File: config.mk
export PLATFORM = sky130hd
export DESIGN_NAME = lspg_queue
export DESIGN_NICKNAME = d
export VERILOG_FILES = /design/src/sv/lspg_pkg.sv /design/src/sv/lspg_queue.sv
export SDC_FILE = /design/constraint.sdc
export NUM_CORES = 1
export LEC_CHECK = 0
export BUFFER_PORTS_ARGS = -buffer_cell sky130_fd_sc_hd__buf_2
export CORE_MARGIN = 2
export CORE_UTILIZATION = 35
export DETAILED_ROUTE_END_ITERATION = 10
export SETUP_SLACK_MARGIN = 0.4
export SYNTH_ARGS = -nofsm -noshare
export SYNTH_HDL_FRONTEND = slang
export SYNTH_SLANG_ARGS = --single-unit
File: constraint.sdc
create_clock -name clk -period 4.7 [get_ports clk]
set_input_delay 0.94 -clock clk [delete_from_list [all_inputs] [get_ports clk]]
set_output_delay 0.94 -clock clk [all_outputs]
set_load 0.05 [all_outputs]
File: src/sv/lspg_pkg.sv
`timescale 1ns / 1ps
// ----------------------------------------------------------------------------
// LED strip pixel generator package
// Shared widths, codes, configuration and job types, and the color wheel.
// ----------------------------------------------------------------------------
package lspg_pkg;

  localparam int LSPG_MAX_LEDS = 1024;

  localparam int IDX_W      = 10;
  localparam int TIME_W     = 32;
  localparam int CNT_W      = 11;
  localparam int EXT_W      = 7;
  localparam int CH_W       = 8;
  localparam int CFG_IDX_W  = 3;
  localparam int CFG_DATA_W = 11;
  localparam int ANG_W      = 9;
  localparam int RAT_W      = 18;
  localparam int PROD_W     = RAT_W + CH_W;

  localparam int QUEUE_DEPTH = 4;

  // floor(x / 225) = (x * DIV225_MUL) >> DIV225_SHIFT for x < 2**27
  localparam logic [27:0] DIV225_MUL   = 28'd152709949;
  localparam int          DIV225_SHIFT = 35;
  // floor(x / 5) = (x * DIV5_MUL) >> DIV5_SHIFT for x < 2**11
  localparam logic [11:0] DIV5_MUL     = 12'd3277;
  localparam int          DIV5_SHIFT   = 14;

  localparam logic [9:0] ANGLE_FULL = 10'd360;
  localparam logic [9:0] OFS_RED    = 10'd120;
  localparam logic [9:0] OFS_BLUE   = 10'd240;
  localparam logic [6:0] PCT_FULL   = 7'd100;

  typedef enum logic [CFG_IDX_W-1:0] {
    REG_MODE      = 3'd0,
    REG_RED       = 3'd1,
    REG_GREEN     = 3'd2,
    REG_BLUE      = 3'd3,
    REG_WHITE     = 3'd4,
    REG_EXTENT    = 3'd5,
    REG_DIRECTION = 3'd6,
    REG_COUNT     = 3'd7
  } reg_idx_t;

  typedef enum logic [1:0] {
    MODE_STABLE   = 2'd0,
    MODE_GRADIENT = 2'd1,
    MODE_LOOP     = 2'd2
  } mode_t;

  typedef enum logic [1:0] {
    DIR_NEAR   = 2'd0,
    DIR_FAR    = 2'd1,
    DIR_CENTER = 2'd2,
    DIR_EDGES  = 2'd3
  } dir_t;

  typedef enum logic [1:0] {
    PIX_BLACK = 2'd0,
    PIX_BASE  = 2'd1,
    PIX_GRAD  = 2'd2,
    PIX_WHEEL = 2'd3
  } pix_class_t;

  typedef struct packed {
    logic [1:0]       mode;
    logic [CH_W-1:0]  red;
    logic [CH_W-1:0]  green;
    logic [CH_W-1:0]  blue;
    logic [CH_W-1:0]  white;
    logic [EXT_W-1:0] extent;
    logic [1:0]       direction;
    logic [CNT_W-1:0] count;
  } cfg_t;

  typedef struct packed {
    pix_class_t       cls;
    logic [ANG_W-1:0] angle;
    logic [RAT_W-1:0] num;
    logic [RAT_W-1:0] den;
  } job_t;

  // Wheel entries from 240 on are all zero.
  localparam int WHEEL_LEN = 240;
  localparam logic [7:0] WHEEL_LUT [WHEEL_LEN] = '{
    8'd0, 8'd0, 8'd0, 8'd0, 8'd0, 8'd1, 8'd1, 8'd2, 8'd2, 8'd3,
    8'd4, 8'd5, 8'd6, 8'd7, 8'd8, 8'd9, 8'd11, 8'd12, 8'd13, 8'd15,
    8'd17, 8'd18, 8'd20, 8'd22, 8'd24, 8'd26, 8'd28, 8'd30, 8'd32, 8'd35,
    8'd37, 8'd39, 8'd42, 8'd44, 8'd47, 8'd49, 8'd52, 8'd55, 8'd58, 8'd60,
    8'd63, 8'd66, 8'd69, 8'd72, 8'd75, 8'd78, 8'd81, 8'd85, 8'd88, 8'd91,
    8'd94, 8'd97, 8'd101, 8'd104, 8'd107, 8'd111, 8'd114, 8'd117, 8'd121, 8'd124,
    8'd127, 8'd131, 8'd134, 8'd137, 8'd141, 8'd144, 8'd147, 8'd150, 8'd154, 8'd157,
    8'd160, 8'd163, 8'd167, 8'd170, 8'd173, 8'd176, 8'd179, 8'd182, 8'd185, 8'd188,
    8'd191, 8'd194, 8'd197, 8'd200, 8'd202, 8'd205, 8'd208, 8'd210, 8'd213, 8'd215,
    8'd217, 8'd220, 8'd222, 8'd224, 8'd226, 8'd229, 8'd231, 8'd232, 8'd234, 8'd236,
    8'd238, 8'd239, 8'd241, 8'd242, 8'd244, 8'd245, 8'd246, 8'd248, 8'd249, 8'd250,
    8'd251, 8'd251, 8'd252, 8'd253, 8'd253, 8'd254, 8'd254, 8'd255, 8'd255, 8'd255,
    8'd255, 8'd255, 8'd255, 8'd255, 8'd254, 8'd254, 8'd253, 8'd253, 8'd252, 8'd251,
    8'd251, 8'd250, 8'd249, 8'd248, 8'd246, 8'd245, 8'd244, 8'd242, 8'd241, 8'd239,
    8'd238, 8'd236, 8'd234, 8'd232, 8'd231, 8'd229, 8'd226, 8'd224, 8'd222, 8'd220,
    8'd217, 8'd215, 8'd213, 8'd210, 8'd208, 8'd205, 8'd202, 8'd200, 8'd197, 8'd194,
    8'd191, 8'd188, 8'd185, 8'd182, 8'd179, 8'd176, 8'd173, 8'd170, 8'd167, 8'd163,
    8'd160, 8'd157, 8'd154, 8'd150, 8'd147, 8'd144, 8'd141, 8'd137, 8'd134, 8'd131,
    8'd127, 8'd124, 8'd121, 8'd117, 8'd114, 8'd111, 8'd107, 8'd104, 8'd101, 8'd97,
    8'd94, 8'd91, 8'd88, 8'd85, 8'd81, 8'd78, 8'd75, 8'd72, 8'd69, 8'd66,
    8'd63, 8'd60, 8'd58, 8'd55, 8'd52, 8'd49, 8'd47, 8'd44, 8'd42, 8'd39,
    8'd37, 8'd35, 8'd32, 8'd30, 8'd28, 8'd26, 8'd24, 8'd22, 8'd20, 8'd18,
    8'd17, 8'd15, 8'd13, 8'd12, 8'd11, 8'd9, 8'd8, 8'd7, 8'd6, 8'd5,
    8'd4, 8'd3, 8'd2, 8'd2, 8'd1, 8'd1, 8'd0, 8'd0, 8'd0, 8'd0
  };

  function automatic logic [CH_W-1:0] wheel_at(input logic [ANG_W-1:0] idx);
    logic [CH_W-1:0] v;
    if (idx < ANG_W'(WHEEL_LEN)) begin
      v = WHEEL_LUT[idx[7:0]];
    end else begin
      v = '0;
    end
    return v;
  endfunction

endpackage

File: src/sv/lspg_queue.sv
`timescale 1ns / 1ps
// ----------------------------------------------------------------------------
// Pixel job queue
// Short FIFO between the front end and the back end.
// ----------------------------------------------------------------------------
module lspg_queue (
  input  logic           clk,
  input  logic           rst,
  input  logic           push,
  input  lspg_pkg::job_t wr,
  input  logic           pop,
  output lspg_pkg::job_t rd,
  output logic           full,
  output logic           empty
);
  import lspg_pkg::*;

  localparam int PTR_W = $clog2(QUEUE_DEPTH);
  localparam int CNT_QW = $clog2(QUEUE_DEPTH + 1);

  job_t              entries [QUEUE_DEPTH];
  logic [PTR_W-1:0]  wp, rp;
  logic [CNT_QW-1:0] cnt;

  assign full  = (cnt == CNT_QW'(QUEUE_DEPTH));
  assign empty = (cnt == '0);
  assign rd    = entries[rp];

  always_ff @(posedge clk) begin
    if (rst) begin
      wp  <= '0;
      rp  <= '0;
      cnt <= '0;
    end else begin
      if (push) begin
        wp <= wp + 1'b1;
      end
      if (pop) begin
        rp <= rp + 1'b1;
      end
      if (push && !pop) begin
        cnt <= cnt + 1'b1;
      end else if (pop && !push) begin
        cnt <= cnt - 1'b1;
      end
    end
  end

  always_ff @(posedge clk) begin
    if (push) begin
      entries[wp] <= wr;
    end
  end

  a_no_overflow: assert property (@(posedge clk) disable iff (rst) push |-> !full)
    else $error("push into full queue");
  a_no_underflow: assert property (@(posedge clk) disable iff (rst) pop |-> !empty)
    else $error("pop from empty queue");
  a_cnt_up: assert property (@(posedge clk) disable iff (rst)
    push && !pop |=> cnt == $past(cnt) + 1'b1)
    else $error("queue count did not advance on push");
  a_cnt_down: assert property (@(posedge clk) disable iff (rst)
    pop && !push |=> cnt == $past(cnt) - 1'b1)
    else $error("queue count did not drop on pop");

endmodule

==> impl_results.md <==
* Status: complete, no violations
* I/O pin count at 100
* Register area share after synthesis at about four fifths
* Flop pwr share at 51.0%
* Final min period at about 3300 ps
* Most common cell in the netlist: edfxtp_1
* Crit path max fanout at 29
* Final Net Count at between 400 and 500
* Met2 Use GR at 21.8%
* CTS HTree Levels at 4
* FF-to-FF Start: wp[0]
* Placed insts at roughly 660
* Residual DRC at 0
* Req. time, crit path at ~3800 ps
* Total GRT Usage at 12.8%
* Final Power at a little over 4 mW
* Setup TNS at 0 ps
* Sw Pwr at around 1.0 mW
* Final setup skew at between 6 and 7 ps
* CTS Sinks at 197
* Cells after synthesis at ~290
* M3 GR Usage at between 3 and 4%
* Post-Syn Area at 7240 µm²
* DIE AREA at approximately 22000 µm²
* DP HPWL at ~7600 µm
* Die H at about 150 µm
* R2R Setup Slk at ~2600 ps
* Unrepaired setup endpoints after global routing: no
* Sw frac at 25.6%
* Ys flop type: edfxtp_1
* Largest net degree at the start of global routing at 48
* # setup viols final at 0
* Initial detailed-routing violation count at around 130
* Post-synth EDFFs at between 150 and 200
* Crit share post-route at a little under three quarters
* Area growth from synthesis to layout at 19.1%
* Yosys warning total at 0
* Pleak at between 2 and 3 nW
* Slew headroom at 23.2%
* TritonCTS clock tree: yes
* Post-synth top cells: edfxtp_1, mux4_2, dfxtp_1
* R2R depth at 4
* Post-DR wirelength/cell at roughly 19 µm
* Non-filler cells, final at roughly 690
* Initial Util at roughly 36%
* Fillers at ~1800
* Num rows at 52
* MaxCap Viol Count at 0
* Die X-Extent at ~150 µm
* CTS root buffer: clkbuf_16
* First-pass DRT Iterations at 5
* Worst hold path class: flip-flop to flip-flop
* Peak VDD IR at 0.000253 V
* PostCTS Resize Cnt at 0
* Worst r2r dst: entries[0][8]
* Share of the synthesized area in the top cell type at roughly 78%
* PD cells at about 470 nW/µm²
* Final hold vios at 0
* Final ANT Viol Nets at 0
* Combinational cell fraction of total power at about an eighth
* Register bit total from synthesis at approximately 200
* Clock Path Buffers at 2
* Layout cell share with drive strength beyond 1 at 44.8%
* Leading area contributor after synthesis: edfxtp_1
* CP Capture Type: output pin
* Least-Margin Pin Slew at ~1200 ps
* Average via count per standard cell at roughly 4.7
* Synth unique cells at 22
* DRT Wirelength at 13100 µm
* Kind of critical path: flip-flop to output pin
* Fin. max-slew vios at 0
* CTS clk-pin slew, worst paths at 70 ps
* Vias in the first global route at 3652
* Total CTS buffers at 17
* Initial antenna violation count at 0
* DR vias at around 3200
* N_diodes at 0
* CTS hold repair buffers at 0
* Worst Setup Start Kind: flip-flop
* Synth area leaders: edfxtp_1, mux4_2, dfxtp_1
* Fmax at ~0.3 GHz
* Clock Latency Late Sink at 420 ps
* Asr flop ratio synth at 0%
* Final GP Congestion at 0.656
* Port bufs at 99
* Grt met1 use at between 10% and 20%
* CP peak stage delay at 910 ps
* Syn Nets at approximately 350
* GRT busiest layer: met2
* Pint at around 3.0 mW
* Syn_area_per_cell at 25.0 µm²
* Total congestion overflow at 0
* Arrival time worst endpoint at approximately 2400 ps
* Post-CTS Setup Bufs at 0
* First-pass GRT wire length at just over 20000 µm
* CP Cell Sequence: buf_4 -> mux4_2 -> buf_2
* Clock share of power at between 30% and 40%
* CP endpoint: rd[37]
* CP max stage cell: dfxtp_2
* Core ar. at 20200 µm²
==> per-stage QoR <==
stage / instance area, µm² / setup slack (ps) / util [%] / hold slack, ps
floorplan: 7240 / 2220 / - / 466
global route: 8620 / 1200 / 42.6 / 561
global placement: 8030 / 1760 / 39.7 / 483
detailed placement: 8030 / 1750 / 39.7 / 516
CTS: 8620 / 1280 / 42.6 / 530
finish: 8620 / 1360 / 42.6 / 536
==> worst min-delay path by stage <==
stage             end    from  cells past startpoint
3_3_place_gp   cnt[2]  cnt[2]                      2
2_1_floorplan  cnt[2]  cnt[2]                      2
3_5_place_dp   cnt[2]  cnt[2]                      2
4_1_cts        cnt[2]  cnt[2]                      2
5_1_grt        cnt[2]  cnt[2]                      2
6_report       cnt[2]  cnt[2]                      2
==> cells by family (layout without fill, tap and decap cells) <==
family | after synthesis | after routing | synth area share (%)
buffers and inverters | 15 | 143 | 1.68
adder cells (fa/ha/maj) | 6 | 6 | 1.14
flip-flops | 197 | 197 | 80.5
AND/OR/NAND/NOR | 15 | 15 | 1.02
XOR/XNOR | 5 | 5 | 0.605
multiplexers | 49 | 49 | 14.9
AO/OA/AOI/OAI | 2 | 2 | 0.138
==> per-layer routing <==
layer  wire length, µm  vias to the layer above  share of wire, %
li1                  -                     1436                 -
met1              5650                     1703                43
met2              6780                       71                52
met3               497                       14               3.8
met4               161                        0               1.2
met5                 0                        -                 0
==> power by group through the flow <==
stage	logic, mW	registers (mW)	clock network, mW
final	0.540	2.07	1.45
after global routing	0.570	2.08	1.56
after CTS	0.550	2.08	1.49
after detailed placement	0.549	2.11	0
after global placement	0.543	2.11	0
after floorplan	0.447	2.07	0
==> final cells by class <==
cell class | instances | area [µm²] | area share [%]
clock inverter | 13 | 154 | 1.79
clock buffer | 19 | 433 | 5.02
timing repair buffer | 107 | 556 | 6.45
tap | 270 | 338 | 3.92
multi-input combinational | 77 | 1290 | 15.0
sequential | 197 | 5830 | 67.6
inverter | 4 | 15.0 | 0.174
==> sequential cells by signal (all words and copies together), names as in the netlist, named ones only <==
name     cells
cnt          3
rp           2
wp           2
entries    188
==> cells in the final DEF (no fill, tap or decap), drive strengths merged <==
cell / instances
a21oi: 1
and2: 4
buf: 107
bufinv: 3
clkbuf: 19
clkinv: 6
clkinvlp: 1
dfxtp: 9
edfxtp: 188
fa: 1
ha: 5
inv: 7
mux2i: 2
mux4: 47
nand2: 1
nor2: 7
nor3: 1
nor3b: 1
o21ai: 1
or3: 1
xnor2: 2
xor2: 3
==> worst max-delay path: cells and delay by family, from the launching register on <==
kind	cells	cell delay, ps
buf+inv	2	670
flops	1	910
mux	1	390
(Power assumes the default switching activity.)
