--- src/sv/lspg_pkg.sv ---
`timescale 1ns / 1ps
// ----------------------------------------------------------------------------
// LED strip pixel generator package
// Shared widths, codes, configuration and job types, and the color wheel.
// ----------------------------------------------------------------------------
package lspg_pkg;

  localparam int LSPG_MAX_LEDS = 1024;

  localparam int IDX_W      = 10;
  localparam int TIME_W     = 32;
  localparam int CNT_W      = 11;
  localparam int EXT_W      = 7;
  localparam int CH_W       = 8;
  localparam int CFG_IDX_W  = 3;
  localparam int CFG_DATA_W = 11;
  localparam int ANG_W      = 9;
  localparam int RAT_W      = 18;
  localparam int PROD_W     = RAT_W + CH_W;

  localparam int QUEUE_DEPTH = 4;

  // floor(x / 225) = (x * DIV225_MUL) >> DIV225_SHIFT for x < 2**27
  localparam logic [27:0] DIV225_MUL   = 28'd152709949;
  localparam int          DIV225_SHIFT = 35;
  // floor(x / 5) = (x * DIV5_MUL) >> DIV5_SHIFT for x < 2**11
  localparam logic [11:0] DIV5_MUL     = 12'd3277;
  localparam int          DIV5_SHIFT   = 14;

  localparam logic [9:0] ANGLE_FULL = 10'd360;
  localparam logic [9:0] OFS_RED    = 10'd120;
  localparam logic [9:0] OFS_BLUE   = 10'd240;
  localparam logic [6:0] PCT_FULL   = 7'd100;

  typedef enum logic [CFG_IDX_W-1:0] {
    REG_MODE      = 3'd0,
    REG_RED       = 3'd1,
    REG_GREEN     = 3'd2,
    REG_BLUE      = 3'd3,
    REG_WHITE     = 3'd4,
    REG_EXTENT    = 3'd5,
    REG_DIRECTION = 3'd6,
    REG_COUNT     = 3'd7
  } reg_idx_t;

  typedef enum logic [1:0] {
    MODE_STABLE   = 2'd0,
    MODE_GRADIENT = 2'd1,
    MODE_LOOP     = 2'd2
  } mode_t;

  typedef enum logic [1:0] {
    DIR_NEAR   = 2'd0,
    DIR_FAR    = 2'd1,
    DIR_CENTER = 2'd2,
    DIR_EDGES  = 2'd3
  } dir_t;

  typedef enum logic [1:0] {
    PIX_BLACK = 2'd0,
    PIX_BASE  = 2'd1,
    PIX_GRAD  = 2'd2,
    PIX_WHEEL = 2'd3
  } pix_class_t;

  typedef struct packed {
    logic [1:0]       mode;
    logic [CH_W-1:0]  red;
    logic [CH_W-1:0]  green;
    logic [CH_W-1:0]  blue;
    logic [CH_W-1:0]  white;
    logic [EXT_W-1:0] extent;
    logic [1:0]       direction;
    logic [CNT_W-1:0] count;
  } cfg_t;

  typedef struct packed {
    pix_class_t       cls;
    logic [ANG_W-1:0] angle;
    logic [RAT_W-1:0] num;
    logic [RAT_W-1:0] den;
  } job_t;

  // Wheel entries from 240 on are all zero.
  localparam int WHEEL_LEN = 240;
  localparam logic [7:0] WHEEL_LUT [WHEEL_LEN] = '{
    8'd0, 8'd0, 8'd0, 8'd0, 8'd0, 8'd1, 8'd1, 8'd2, 8'd2, 8'd3,
    8'd4, 8'd5, 8'd6, 8'd7, 8'd8, 8'd9, 8'd11, 8'd12, 8'd13, 8'd15,
    8'd17, 8'd18, 8'd20, 8'd22, 8'd24, 8'd26, 8'd28, 8'd30, 8'd32, 8'd35,
    8'd37, 8'd39, 8'd42, 8'd44, 8'd47, 8'd49, 8'd52, 8'd55, 8'd58, 8'd60,
    8'd63, 8'd66, 8'd69, 8'd72, 8'd75, 8'd78, 8'd81, 8'd85, 8'd88, 8'd91,
    8'd94, 8'd97, 8'd101, 8'd104, 8'd107, 8'd111, 8'd114, 8'd117, 8'd121, 8'd124,
    8'd127, 8'd131, 8'd134, 8'd137, 8'd141, 8'd144, 8'd147, 8'd150, 8'd154, 8'd157,
    8'd160, 8'd163, 8'd167, 8'd170, 8'd173, 8'd176, 8'd179, 8'd182, 8'd185, 8'd188,
    8'd191, 8'd194, 8'd197, 8'd200, 8'd202, 8'd205, 8'd208, 8'd210, 8'd213, 8'd215,
    8'd217, 8'd220, 8'd222, 8'd224, 8'd226, 8'd229, 8'd231, 8'd232, 8'd234, 8'd236,
    8'd238, 8'd239, 8'd241, 8'd242, 8'd244, 8'd245, 8'd246, 8'd248, 8'd249, 8'd250,
    8'd251, 8'd251, 8'd252, 8'd253, 8'd253, 8'd254, 8'd254, 8'd255, 8'd255, 8'd255,
    8'd255, 8'd255, 8'd255, 8'd255, 8'd254, 8'd254, 8'd253, 8'd253, 8'd252, 8'd251,
    8'd251, 8'd250, 8'd249, 8'd248, 8'd246, 8'd245, 8'd244, 8'd242, 8'd241, 8'd239,
    8'd238, 8'd236, 8'd234, 8'd232, 8'd231, 8'd229, 8'd226, 8'd224, 8'd222, 8'd220,
    8'd217, 8'd215, 8'd213, 8'd210, 8'd208, 8'd205, 8'd202, 8'd200, 8'd197, 8'd194,
    8'd191, 8'd188, 8'd185, 8'd182, 8'd179, 8'd176, 8'd173, 8'd170, 8'd167, 8'd163,
    8'd160, 8'd157, 8'd154, 8'd150, 8'd147, 8'd144, 8'd141, 8'd137, 8'd134, 8'd131,
    8'd127, 8'd124, 8'd121, 8'd117, 8'd114, 8'd111, 8'd107, 8'd104, 8'd101, 8'd97,
    8'd94, 8'd91, 8'd88, 8'd85, 8'd81, 8'd78, 8'd75, 8'd72, 8'd69, 8'd66,
    8'd63, 8'd60, 8'd58, 8'd55, 8'd52, 8'd49, 8'd47, 8'd44, 8'd42, 8'd39,
    8'd37, 8'd35, 8'd32, 8'd30, 8'd28, 8'd26, 8'd24, 8'd22, 8'd20, 8'd18,
    8'd17, 8'd15, 8'd13, 8'd12, 8'd11, 8'd9, 8'd8, 8'd7, 8'd6, 8'd5,
    8'd4, 8'd3, 8'd2, 8'd2, 8'd1, 8'd1, 8'd0, 8'd0, 8'd0, 8'd0
  };

  function automatic logic [CH_W-1:0] wheel_at(input logic [ANG_W-1:0] idx);
    logic [CH_W-1:0] v;
    if (idx < ANG_W'(WHEEL_LEN)) begin
      v = WHEEL_LUT[idx[7:0]];
    end else begin
      v = '0;
    end
    return v;
  endfunction

endpackage

--- src/sv/lspg_in_if.sv ---
`timescale 1ns / 1ps
// ----------------------------------------------------------------------------
// Pixel request channel
// Valid/ready channel carrying an LED index and a millisecond time.
// ----------------------------------------------------------------------------
interface lspg_in_if;
  logic                           valid;
  logic                           ready;
  logic [lspg_pkg::IDX_W-1:0]     led_index;
  logic [lspg_pkg::TIME_W-1:0]    time_ms;

  modport source(output valid, output led_index, output time_ms, input ready);
  modport sink(input valid, input led_index, input time_ms, output ready);
endinterface

--- src/sv/lspg_front.sv ---
`timescale 1ns / 1ps
// ----------------------------------------------------------------------------
// Pixel generator front end
// Accepts requests, classifies them and reduces time and index to a wheel
// angle or a gradient ratio over four pipeline stages.
// ----------------------------------------------------------------------------
module lspg_front #(
  parameter int MAX_LEDS = lspg_pkg::LSPG_MAX_LEDS
) (
  input  logic           clk,
  input  logic           rst,
  input  lspg_pkg::cfg_t cfg,
  lspg_in_if.sink        pixel_req,
  input  logic           q_full,
  output logic           push,
  output lspg_pkg::job_t job
);
  import lspg_pkg::*;

  logic             adv;
  logic [CNT_W-1:0] n;
  logic [CNT_W-1:0] h;
  logic [CNT_W-1:0] i11;
  logic [CNT_W-1:0] k;
  pix_class_t       cls;
  logic [26:0]      x;
  logic [54:0]      prod_a;

  logic             va, vb, vc, vd;
  logic [IDX_W-1:0] a_i, b_i, c_i;
  logic [4:0]       a_tlo;
  logic [26:0]      a_x;
  logic [19:0]      a_q;
  logic [CNT_W-1:0] a_k;
  pix_class_t       a_cls, b_cls, c_cls, d_cls;

  logic [26:0]      q_mul;
  logic [7:0]       rem225;
  logic [RAT_W-1:0] den, dec;
  logic [12:0]      b_r7200;
  logic [RAT_W-1:0] b_den, b_dec;

  logic [10:0]      sec;
  logic [22:0]      tp;
  logic [RAT_W-1:0] num;
  logic [ANG_W-1:0] c_tick;
  logic [RAT_W-1:0] c_num, c_den;

  logic [10:0]      s;
  logic [10:0]      ang;
  logic [ANG_W-1:0] d_angle;
  logic [RAT_W-1:0] d_num, d_den;

  assign adv             = !q_full;
  assign pixel_req.ready = adv;

  assign n   = (32'(cfg.count) > 32'(MAX_LEDS)) ? CNT_W'(MAX_LEDS) : cfg.count;
  assign h   = n >> 1;
  assign i11 = {1'b0, pixel_req.led_index};

  always_comb begin
    case (dir_t'(cfg.direction))
      DIR_NEAR:   k = i11 + 1'b1;
      DIR_FAR:    k = n - i11;
      DIR_CENTER: k = (i11 >= h) ? (i11 - h + 1'b1) : (h - i11);
      DIR_EDGES:  k = (i11 < h) ? (i11 + 1'b1) : (n - i11);
      default:    k = i11 + 1'b1;
    endcase
  end

  always_comb begin
    if (i11 >= n) begin
      cls = PIX_BLACK;
    end else begin
      case (mode_t'(cfg.mode))
        MODE_LOOP:     cls = PIX_WHEEL;
        MODE_GRADIENT: cls = (cfg.extent == '0) ? PIX_BLACK : PIX_GRAD;
        default:       cls = PIX_BASE;
      endcase
    end
  end

  // t mod 7200 = ((t >> 5) mod 225) * 32 + t[4:0]
  assign x      = pixel_req.time_ms[31:5];
  assign prod_a = {28'd0, x} * {27'd0, DIV225_MUL};

  assign q_mul  = 27'({7'd0, a_q} * 27'd225);
  assign rem225 = 8'(a_x - q_mul);
  assign den    = RAT_W'({11'd0, cfg.extent} * {7'd0, n});
  assign dec    = RAT_W'({7'd0, a_k} * {11'd0, PCT_FULL});

  assign sec = b_r7200[12:2];
  assign tp  = {12'd0, sec} * {11'd0, DIV5_MUL};
  assign num = (b_den > b_dec) ? (b_den - b_dec) : '0;

  assign s = {2'd0, c_tick} + {1'b0, c_i};
  always_comb begin
    if (s >= {ANGLE_FULL, 1'b0} + {1'b0, ANGLE_FULL}) begin
      ang = s - ({ANGLE_FULL, 1'b0} + {1'b0, ANGLE_FULL});
    end else if (s >= {ANGLE_FULL, 1'b0}) begin
      ang = s - {ANGLE_FULL, 1'b0};
    end else if (s >= {1'b0, ANGLE_FULL}) begin
      ang = s - {1'b0, ANGLE_FULL};
    end else begin
      ang = s;
    end
  end

  always_ff @(posedge clk) begin
    if (rst) begin
      va <= 1'b0;
      vb <= 1'b0;
      vc <= 1'b0;
      vd <= 1'b0;
    end else if (adv) begin
      va <= pixel_req.valid;
      vb <= va;
      vc <= vb;
      vd <= vc;
    end
  end

  always_ff @(posedge clk) begin
    if (adv) begin
      a_i     <= pixel_req.led_index;
      a_tlo   <= pixel_req.time_ms[4:0];
      a_x     <= x;
      a_q     <= prod_a[54:DIV225_SHIFT];
      a_k     <= k;
      a_cls   <= cls;

      b_i     <= a_i;
      b_r7200 <= {rem225, a_tlo};
      b_den   <= den;
      b_dec   <= dec;
      b_cls   <= a_cls;

      c_i     <= b_i;
      c_tick  <= tp[22:DIV5_SHIFT];
      c_num   <= num;
      c_den   <= b_den;
      c_cls   <= b_cls;

      d_angle <= ANG_W'(ang);
      d_num   <= c_num;
      d_den   <= c_den;
      d_cls   <= c_cls;
    end
  end

  assign push      = vd && adv;
  assign job.cls   = d_cls;
  assign job.angle = d_angle;
  assign job.num   = d_num;
  assign job.den   = d_den;

endmodule

--- src/flat_wrapper.sv ---
// flat-port wrapper written by rule: the top's interface ports become plain ports
module lspg_front_flat import lspg_pkg::*;
#(
  parameter int MAX_LEDS = lspg_pkg::LSPG_MAX_LEDS
)
  (clk, rst, cfg, q_full, push, job, pixel_req_valid, pixel_req_led_index, pixel_req_time_ms, pixel_req_ready);
  lspg_in_if pixel_req_i ();
  input  logic clk;
  input  logic rst;
  input  lspg_pkg::cfg_t cfg;
  input  logic q_full;
  output logic push;
  output lspg_pkg::job_t job;
  input wire logic [$bits(pixel_req_i.valid)-1:0] pixel_req_valid;
  input wire logic [$bits(pixel_req_i.led_index)-1:0] pixel_req_led_index;
  input wire logic [$bits(pixel_req_i.time_ms)-1:0] pixel_req_time_ms;
  output wire logic [$bits(pixel_req_i.ready)-1:0] pixel_req_ready;
  assign pixel_req_i.valid = pixel_req_valid;
  assign pixel_req_i.led_index = pixel_req_led_index;
  assign pixel_req_i.time_ms = pixel_req_time_ms;
  assign pixel_req_ready = pixel_req_i.ready;
  lspg_front #(.MAX_LEDS(MAX_LEDS)) u_core (.clk(clk), .rst(rst), .cfg(cfg), .pixel_req(pixel_req_i), .q_full(q_full), .push(push), .job(job));
endmodule
--- config.mk ---
export PLATFORM = sky130hd
export DESIGN_NAME = lspg_front_flat
export DESIGN_NICKNAME = d
export VERILOG_FILES = /design/src/sv/lspg_pkg.sv /design/src/sv/lspg_in_if.sv /design/src/sv/lspg_front.sv /design/src/flat_wrapper.sv
export SDC_FILE = /design/constraint.sdc
export NUM_CORES = 1
export LEC_CHECK = 0
export BUFFER_PORTS_ARGS = -buffer_cell sky130_fd_sc_hd__buf_2
export CAP_MARGIN = 25
export CORE_MARGIN = 1.5
export CORE_UTILIZATION = 50
export CTS_CLUSTER_SIZE = 8
export DETAILED_ROUTE_END_ITERATION = 10
export PLACE_DENSITY = 0.65
export SYNTH_ARGS = -nofsm -noshare
export SYNTH_HDL_FRONTEND = slang
export SYNTH_SLANG_ARGS = --single-unit
--- constraint.sdc ---
create_clock -name clk -period 8.2 [get_ports clk]
set_input_delay 1.64 -clock clk [delete_from_list [all_inputs] [get_ports clk]]
set_output_delay 1.64 -clock clk [all_outputs]
set_load 0.02 [all_outputs]
==> impl_metrics.tcl, run 1 <==
set metrics [dict create \
    arrival_ns 7.80 \
    ant_nets 0 \
    final_common_cell "inv_1" \
    dp_hpwl_um 48300 \
    drc 0 \
    n_fill_cell 4506 \
    ctsHoldBuffers 0 \
    synth.avg_cell_area_um2 10.7 \
    tns_ns 0 \
    firstDrtPassIters 5 \
    cts_tree "done" \
    synth.distinct_cells 85 \
    slew_violations 0 \
    synth_top_area_share_pct 25.2 \
    fin_crit_ns 7.49 \
    multi_input_area_um2 17700 \
    io_pins 149 \
    post_cts_resized 0 \
    synth-seq-cells 207 \
    final_util_pct 55.4 \
    vias 17453 \
    vias_per_cell 5.29 \
    syn_area_um2 26300 \
    fmax_mhz 133 \
    ys_warn_count 0 \
    fp.dieW_um 232 \
    coreArea_um2 51600 \
    outcome "complete, no violations" \
    final_cell_mix "616 x inv_1, 475 x ha_1, 330 x fa_1, 203 x edfxtp_1, 114 x buf_2" \
    slowest_stage "fa_1" \
    wl_per_cell_um 17.6 \
    critical_path_class "input port to flop" \
    grt_start_max_net_pins 124 \
    cap_violations 0 \
    nNetsFinal 3507 \
    clkSinkCount 207 \
    synth_edf_count 203 \
    place_ws_ns 0.123 \
    ctsHtreeMaxLevel 1 \
    grt_setup_unrepaired "no" \
    worstMarginPinSlew_ns 0.880 \
    met3_length_um 3000 \
    drt_iter0_drc 873 \
    syn_nets 3367 \
    antenna_found_initial 1 \
    skew_ns 0.0162 \
    n_antenna_cell 0 \
    track_usage_pct 22.8 \
    synthToLayoutAreaGrowth_pct 8.91 \
    wl_met1_um 27800 \
    die_y_um 232 \
    critical-path-max-stage-delay_ns 0.64 \
    synth_ff_type "edfxtp_1" \
    path_clk_slew_ns 0.05 \
    crit_top_cell "fa_1" \
    hold_viol 0 \
    seq_area_frac_synth_pct 23.5 \
    cp_data_required_time_ns 8.51 \
    relSlewSlack_pct 41.3 \
    drive_gt1_share_pct 8.40 \
    cts_root_buf "clkbuf_16" \
    fin_crit_sh_pct 91.4 \
    cts_setup_buffers 0 \
    start_util_pct 50.9 \
    regArea_um2 6180 \
    critical_path.cell_chain "buf_2 -> fa_1 -> fa_1 -> fa_1 -> fa_1 -> fa_1 -> fa_1 -> inv_1 -> fa_1 -> inv_1 -> ha_1 -> a21oi_1 -> o21ai_0 -> a31o_2 -> a21oi_1 -> a31oi_1 -> or3_1 -> a21oi_1 -> xnor2_1" \
    drt-total-wl_um 57900 \
    clk_latency_ns 0.56 \
    clockBufferDepth 3 \
    critical_path.startpoint "pixel_req_time_ms[29]" \
    grt_pass1_wl_um 96700 \
    ys_top_cells_by_area "fa_1 25%, edfxtp_1 23%, ha_1 23%, inv_1 8.8%, xnor2_1 2.5%" \
    port_buffers 114 \
    gp_congestion 0.916 \
    reg2reg_from "u_core.b_r7200[5]$_DFFE_PN_" \
    cp-end-kind "flop" \
    num_rows 83 \
    synth_cells 2462 \
    worstHoldStart "u_core.c_num[14]$_SDFFCE_PP0N_" \
    synth.largest_area_cell "fa_1" \
    cts-buffers-inserted 30 \
    critPathMaxFanout 6 \
    setup_viol 0 \
    overflow 0 \
    hold_path.class "flop to flop" \
    setup_ws_ns 0.707 \
    met2_length_um 25900 \
    die-area_um2 53900 \
    startpoint_type "input port" \
    first_global_vias 18775 \
    synthArstFlopShare_pct 0 \
    highest-signal-layer "met5" \
]
==> worst max-delay path, delay by kind of cell <==
kind / cells / cell delay (ns)
fa+ha+maj: 8 / 4.16
simple gates: 1 / 0.41
compound gates: 6 / 1.23
buf+inv: 3 / 0.27
xor+xnor: 1 / 0.08
==> area by class of cell <==
cell class	instances	share of cell area, %
Clock buffer	45	2.82
Clock inverter	3	0.0919
Inverter	617	8.12
Multi-Input combinational cell	1610	61.8
Sequential cell	207	21.6
Tap cell	680	2.97
Timing Repair Buffer	136	2.64
==> per-layer routing <==
| layer | track usage, % | vias up |
|---|---|---|
| met1 | 33.3 | 8622 |
| li1 | - | 8327 |
| met3 | 3.24 | 85 |
| met4 | 4.97 | 2 |
| met5 | 0 | - |
| met2 | 36.1 | 417 |
==> synth_stat cells (4+ instances only) <==
master and instances:
mux2i_1 10, nor3b_1 6, nor3_1 41, a211o_1 6, edfxtp_1 203, ha_1 475, and2_1 35, dfxtp_1 4
a211oi_1 13, o21ai_0 46, inv_1 617, o21a_1 20, a21o_1 31, o211ai_1 17, xnor2_1 75, a31oi_1 11
or3_1 6, o31ai_1 4, nand3_1 30, o41ai_1 4, or2_2 16, nor2_1 68, a21oi_1 87, clkbuf_1 26
a31o_2 4, and3_1 6, nand4_1 11, o21bai_1 7, nor2b_1 28, xor2_1 33, nand2_1 110, nand2b_1 9
fa_1 330
==> through the flow <==
stage | hold slack [ns] | std cells | area (µm²)
4_1_cts | 0.410 | 3297 | 28600
2_1_floorplan | 0.400 | 2462 | 26300
3_3_place_gp | 0.401 | 3249 | 27700
5_1_grt | 0.418 | 3298 | 28600
6_report | 0.405 | 3298 | 28600
3_5_place_dp | 0.405 | 3249 | 27700
==> cell families (layout without fill, tap and decap cells) <==
group                    Yosys count  count (layout)  share of synthesized area (%)
AND/OR/NAND/NOR                  378             378                           7.09
XOR/XNOR                         110             110                           3.77
multiplexers                      12              12                          0.467
flip-flops                       207             207                           23.5
buffers and inverters            645             801                           9.22
adder cells (fa/ha/maj)          805             805                           47.8
AO/OA/AOI/OAI                    305             305                           8.14
==> sequential cells by signal, summed over array words and instances, names as in the netlist, 3 cells and up <==
name	flops
u_core.c_num	18
u_core.d_den	18
u_core.a_i	10
u_core.b_dec	16
u_core.a_x	8
u_core.b_i	10
u_core.a_tlo	3
u_core.c_i	10
u_core.d_num	18
u_core.b_r7200	11
u_core.b_den	18
u_core.c_den	18
u_core.a_k	11
u_core.c_tick	9
u_core.a_q	8
u_core.d_angle	9
==> path summary, 6_finish.rpt <==
kind | depth (start not counted) | to | slack [ns]
min | 0 | u_core.d_num[14]$_DFFE_PN_ | 0.41
max reg2reg | 16 | u_core.c_tick[8]$_DFFE_PN_ | 2.86
max | 19 | u_core.a_q[6]$_DFFE_PN_ | 0.71
min reg2reg | 0 | u_core.d_num[14]$_DFFE_PN_ | 0.41
Power of run 1 is left out: the tool's default activity adds up to more than one toggle a clock period on the data nets, which glitch-free logic cannot reach.
==> inputs of run 2 (changes only) <==
--- a/config.mk
+++ b/config.mk
@@ -5,6 +5,7 @@
 export SDC_FILE = /design/constraint.sdc
 export NUM_CORES = 1
 export LEC_CHECK = 0
+export ABC_AREA = 1
 export BUFFER_PORTS_ARGS = -buffer_cell sky130_fd_sc_hd__buf_2
 export CAP_MARGIN = 25
 export CORE_MARGIN = 1.5
@@ -12,6 +13,7 @@
 export CTS_CLUSTER_SIZE = 8
 export DETAILED_ROUTE_END_ITERATION = 10
 export PLACE_DENSITY = 0.65
+export RECOVER_POWER = 50
 export SYNTH_ARGS = -nofsm -noshare
 export SYNTH_HDL_FRONTEND = slang
 export SYNTH_SLANG_ARGS = --single-unit
==> run 2 against run 1 <==
  * Utilization is 0.29 points lower
  * First-iteration DRC count rose by 25%
  * Maximum frequency up 3.2%
  * Hold slack got worse by 0.0056 ns
  * Sequential share of layout area fell by 0.90 points
  * Flip-flop and latch count is the same
  * Largest cell class unchanged
==> impl_metrics.tcl, run 2 <==
set metrics [dict create \
    ys_warn_count 0 \
    vias_per_cell 5.20 \
    critical_path_class "input port to flop" \
    skew_ns 0.0191 \
    gp_congestion 0.966 \
    synthTopCellsByCount "751 x inv_1, 475 x ha_1, 412 x nand2_1" \
    io_pins 149 \
    synth.largest_area_cell "fa_1" \
    wl_per_cell_um 17.3 \
    num_rows 85 \
    vias 19726 \
    synth_top_family_by_area "adder cells" \
    fmax_mhz 138 \
    drc 0 \
    synth.distinct_cells 50 \
    grt_setup_unrepaired "no" \
    critPathMaxFanout 8 \
    hold_path.class "flop to flop" \
    synth-seq-cells 207 \
    n_fill_cell 4895 \
    firstDrtPassIters 6 \
    relSlewSlack_pct 27.5 \
    port_buffers 114 \
    first_global_vias 20629 \
    overflow 0 \
    synthToLayoutAreaGrowth_pct 8.33 \
    synth_edf_count 203 \
    grt_pass1_wl_um 108000 \
    synth_ff_type "edfxtp_1" \
    drt_iter0_drc 1090 \
    final_common_cell "inv_1" \
    ys_top_cells_by_area "fa_1 24%, edfxtp_1 22%, ha_1 22%, inv_1 10%, nand2_1 5.6%" \
    setup_viol 0 \
    die_y_um 238 \
    syn_area_um2 27500 \
    antenna_found_initial 1 \
    clockBufferDepth 3 \
    final_util_pct 55.1 \
    clkSinkCount 207 \
    dp_hpwl_um 56000 \
    nNetsFinal 3986 \
    slew_violations 0 \
    syn_nets 3849 \
    ctsHtreeMaxLevel 1 \
    clk_latency_ns 0.55 \
    track_usage_pct 24.2 \
    startpoint_type "input port" \
    synthXorXnorAreaFrac_pct 3.50 \
    grt_start_max_net_pins 125 \
    die-area_um2 56500 \
    cts-buffers-inserted 30 \
    post_cts_resized 0 \
    synth_compound_area_share_pct 6.09 \
    coreArea_um2 54100 \
    fin_crit_ns 7.26 \
    synth.avg_cell_area_um2 9.36 \
    fin_crit_sh_pct 88.5 \
    cp-end-kind "flop" \
    synth-adder-area-share_pct 45.6 \
    cts_tree "done" \
    worstMarginPinSlew_ns 1.09 \
    synthArstFlopShare_pct 0 \
    tns_ns 0 \
    ant_nets 0 \
    cap_violations 0 \
    yosysMostFrequentCell "inv_1" \
    fp.dieW_um 238 \
    place_ws_ns 0.600 \
    drive_gt1_share_pct 5.88 \
    synth_cells 2944 \
    hold_viol 0 \
    arrival_ns 7.55 \
    synth_top_area_share_pct 24.0 \
    cts_root_buf "clkbuf_16" \
    cp_data_required_time_ns 8.49 \
    start_util_pct 50.9 \
    setup_ws_ns 0.941 \
    outcome "complete, no violations" \
    yosys.area_share.simple_pct 11.8 \
    synth.area.mux_share_pct 0 \
    ctsHoldBuffers 0 \
    final_cell_mix "750 x inv_1, 475 x ha_1, 412 x nand2_1, 330 x fa_1, 203 x edfxtp_1" \
    path_clk_slew_ns 0.06 \
    seq_area_frac_synth_pct 22.4 \
    drt-total-wl_um 65500 \
    cts_setup_buffers 0 \
]
## run 2: worst max-delay path, cell delays in order
cell and delay, ns:
clkbuf_1 0.70, ha_1 0.38, inv_1 0.11, fa_1 0.50
inv_1 0.06, fa_1 0.49, inv_1 0.06, fa_1 0.48
fa_1 0.51, inv_1 0.06, fa_1 0.50, fa_1 0.54
ha_1 0.35, nand2_1 0.11, nor2_1 0.25, nand2_1 0.09
nor4_1 0.31, nand3_1 0.17, nand3_1 0.15, xor2_1 0.07
## run 2: layout make-up
type	instances	area [µm²]	area share (%)
sequential	207	6180	20.7
clock inverter	4	67.6	0.226
clock buffer	44	803	2.69
tap	696	871	2.92
inverter	758	2850	9.56
timing repair buffer	119	622	2.08
antenna	1	2.50	0.00839
multi-input combinational	1965	18400	61.8
## run 2: path summary, 6_finish.rpt
kind,start,end,slack (ns),cells after the start
setup / recovery,pixel_req_time_ms[11],u_core.a_q[4]$_DFFE_PN_,0.94,20
hold / removal,u_core.b_i[3]$_DFFE_PN_,u_core.c_i[3]$_DFFE_PN_,0.40,0
setup reg to reg,u_core.b_r7200[10]$_DFFE_PN_,u_core.c_tick[8]$_DFFE_PN_,3.50,20
hold reg to reg,u_core.b_i[3]$_DFFE_PN_,u_core.c_i[3]$_DFFE_PN_,0.40,0
## run 2: layer usage
layer | global-route usage (%) | part of all wire (%) | up-vias
li1 | - | - | 9623
met4 | 4.40 | 1.8 | 0
met5 | 0 | 0 | -
met3 | 3.44 | 5.6 | 82
met1 | 35.3 | 48 | 9534
met2 | 38.8 | 45 | 487
## run 2: cell families (layout without fill, tap and decap cells)
family	after synthesis	after routing
and+or+nand+nor	758	758
buffers and inverters	772	925
xor gates and xnor gates	110	110
adders and majority gates	805	805
DFF	207	207
AOI/OAI and AO/OA	292	292
other	0	1
## run 2: stage by stage
stage	instance area (µm²)	hold WS, ns	std cells
2_1_floorplan	27500	0.400	2944
3_3_place_gp	28900	0.400	3743
3_5_place_dp	28900	0.405	3743
4_1_cts	29800	0.405	3791
5_1_grt	29800	0.415	3794
6_report	29800	0.400	3794
Power of run 2 is left out for the same reason.
==> inputs of run 3 (changes only) <==
==> constraint.sdc (replaced) <==
create_clock -name clk -period 7.7 [get_ports clk]
set_input_delay 1.54 -clock clk [delete_from_list [all_inputs] [get_ports clk]]
set_output_delay 1.54 -clock clk [all_outputs]
set_load 0.02 [all_outputs]
==> run 3 against run 2 <==
  * Clock skew is essentially flat
  * Die area is the same
  * Critical path depth is the same
  * Via count grew 0.50%
  * Largest cell class unchanged
  * Non-clock buffer count grew 8
  * Critical endpoint is now u_core.a_q[5]$_DFFE_PN_
  * Global-route usage grew 0.28 points
  * Hold slack gained 0.0055 ns
==> impl_metrics.tcl, run 3 (synthesized netlist as in run 2, its figures left out) <==
set metrics [dict create \
    drt-total-wl_um 66500 \
    clockBufferDepth 3 \
    coreArea_um2 54100 \
    clkSinkCount 207 \
    drt_iter0_drc 1119 \
    cts-buffers-inserted 30 \
    antenna_found_initial 0 \
    hold_path.class "flop to flop" \
    gr-usage-met3_pct 3.40 \
    grt_setup_unrepaired "no" \
    setup_ws_ns 0.545 \
    relSlewSlack_pct 27.4 \
    dp.cells 3753 \
    start_util_pct 50.9 \
    grt_pass1_wl_um 109000 \
    final_cell_mix "750 x inv_1, 475 x ha_1, 412 x nand2_1, 330 x fa_1, 203 x edfxtp_1" \
    n_fill_cell 4886 \
    vias 19825 \
    final_cell_area_um2 29800 \
    fmax_mhz 140 \
    path_clk_slew_ns 0.05 \
    fp.dieW_um 238 \
    first_global_vias 21041 \
    cap_violations 0 \
    use_met2_pct 39.0 \
    vias_per_cell 5.21 \
    cts_tree "done" \
    gp_congestion 0.957 \
    wl_per_cell_um 17.5 \
    grt_busiest_layer "met2" \
    synthToLayoutAreaGrowth_pct 8.33 \
    fin_cells 3802 \
    critPathMaxFanout 10 \
    use_met1_pct 35.4 \
    overflow 0 \
    cp_data_required_time_ns 7.98 \
    arrival_ns 7.43 \
    firstDrtPassIters 7 \
    fin_crit_ns 7.15 \
    nNetsFinal 3994 \
    drive_gt1_share_pct 6.15 \
    ctsHtreeMaxLevel 1 \
    track_usage_pct 24.5 \
    hold_viol 0 \
    tns_ns 0 \
    cts_root_buf "clkbuf_16" \
    dp_hpwl_um 57400 \
    fin_crit_sh_pct 92.9 \
    skew_ns 0.0193 \
    num_rows 85 \
    critical_path_class "input port to flop" \
    port_buffers 114 \
    ctsHoldBuffers 0 \
    die_y_um 238 \
    ant_nets 0 \
    worstMarginPinSlew_ns 1.09 \
    placed_cell_area_um2 29000 \
    clk_latency_ns 0.55 \
    cp-end-kind "flop" \
    cts_setup_buffers 0 \
    final_common_cell "inv_1" \
    place_ws_ns 0.368 \
    slew_violations 0 \
    io_pins 149 \
    startpoint_type "input port" \
    grt_start_max_net_pins 139 \
    post_cts_resized 0 \
    die-area_um2 56500 \
    setup_viol 0 \
    outcome "complete, no violations" \
    drc 0 \
]
## run 3: layer usage
metal	share of wire, %	routed length [µm]	up-vias
li1	-	-	9635
met4	2.1	1360	0
met3	5.8	3840	94
met1	48	31700	9607
met5	0	0	-
met2	44	29500	489
## run 3: final timing paths
| kind | slack, ns | depth (start not counted) | from | end |
|---|---|---|---|---|
| worst max register to register | 2.95 | 20 | u_core.b_r7200[10]$_DFFE_PN_ | u_core.c_tick[8]$_DFFE_PN_ |
| worst min-delay path | 0.41 | 0 | u_core.a_i[2]$_DFFE_PN_ | u_core.b_i[2]$_DFFE_PN_ |
| worst min register to register | 0.41 | 0 | u_core.a_i[2]$_DFFE_PN_ | u_core.b_i[2]$_DFFE_PN_ |
| worst max-delay path | 0.55 | 20 | pixel_req_time_ms[9] | u_core.a_q[5]$_DFFE_PN_ |
## run 3: cell type report
cell class | count | area [µm²] | area share, %
Clock buffer | 45 | 807 | 2.70
Tap cell | 696 | 871 | 2.92
Timing Repair Buffer | 127 | 642 | 2.15
Inverter | 758 | 2850 | 9.56
Multi-Input combinational cell | 1965 | 18400 | 61.8
Clock inverter | 3 | 43.8 | 0.147
Sequential cell | 207 | 6180 | 20.7
Antenna cell | 1 | 2.50 | 0.00839
## run 3: metrics by stage
step	hold slack, ns	util (%)
global route	0.417	55.1
CTS	0.405	55.2
floorplan	0.400	-
global placement	0.400	53.6
finish	0.405	55.1
detailed placement	0.405	53.6
## run 3: critical path, stage by stage
cell and delay [ns]:
clkbuf_1 0.78, ha_1 0.42, ha_1 0.38, inv_1 0.08, fa_1 0.46, fa_1 0.52
inv_1 0.05, fa_1 0.48, fa_1 0.56, inv_1 0.06, fa_1 0.57, inv_1 0.06
ha_1 0.30, nand2_1 0.11, nor2_1 0.24, nand2_1 0.10, nor4_1 0.33, nand3_1 0.14
nand3_1 0.15, xor2_1 0.07
Power of run 3 is left out for the same reason.
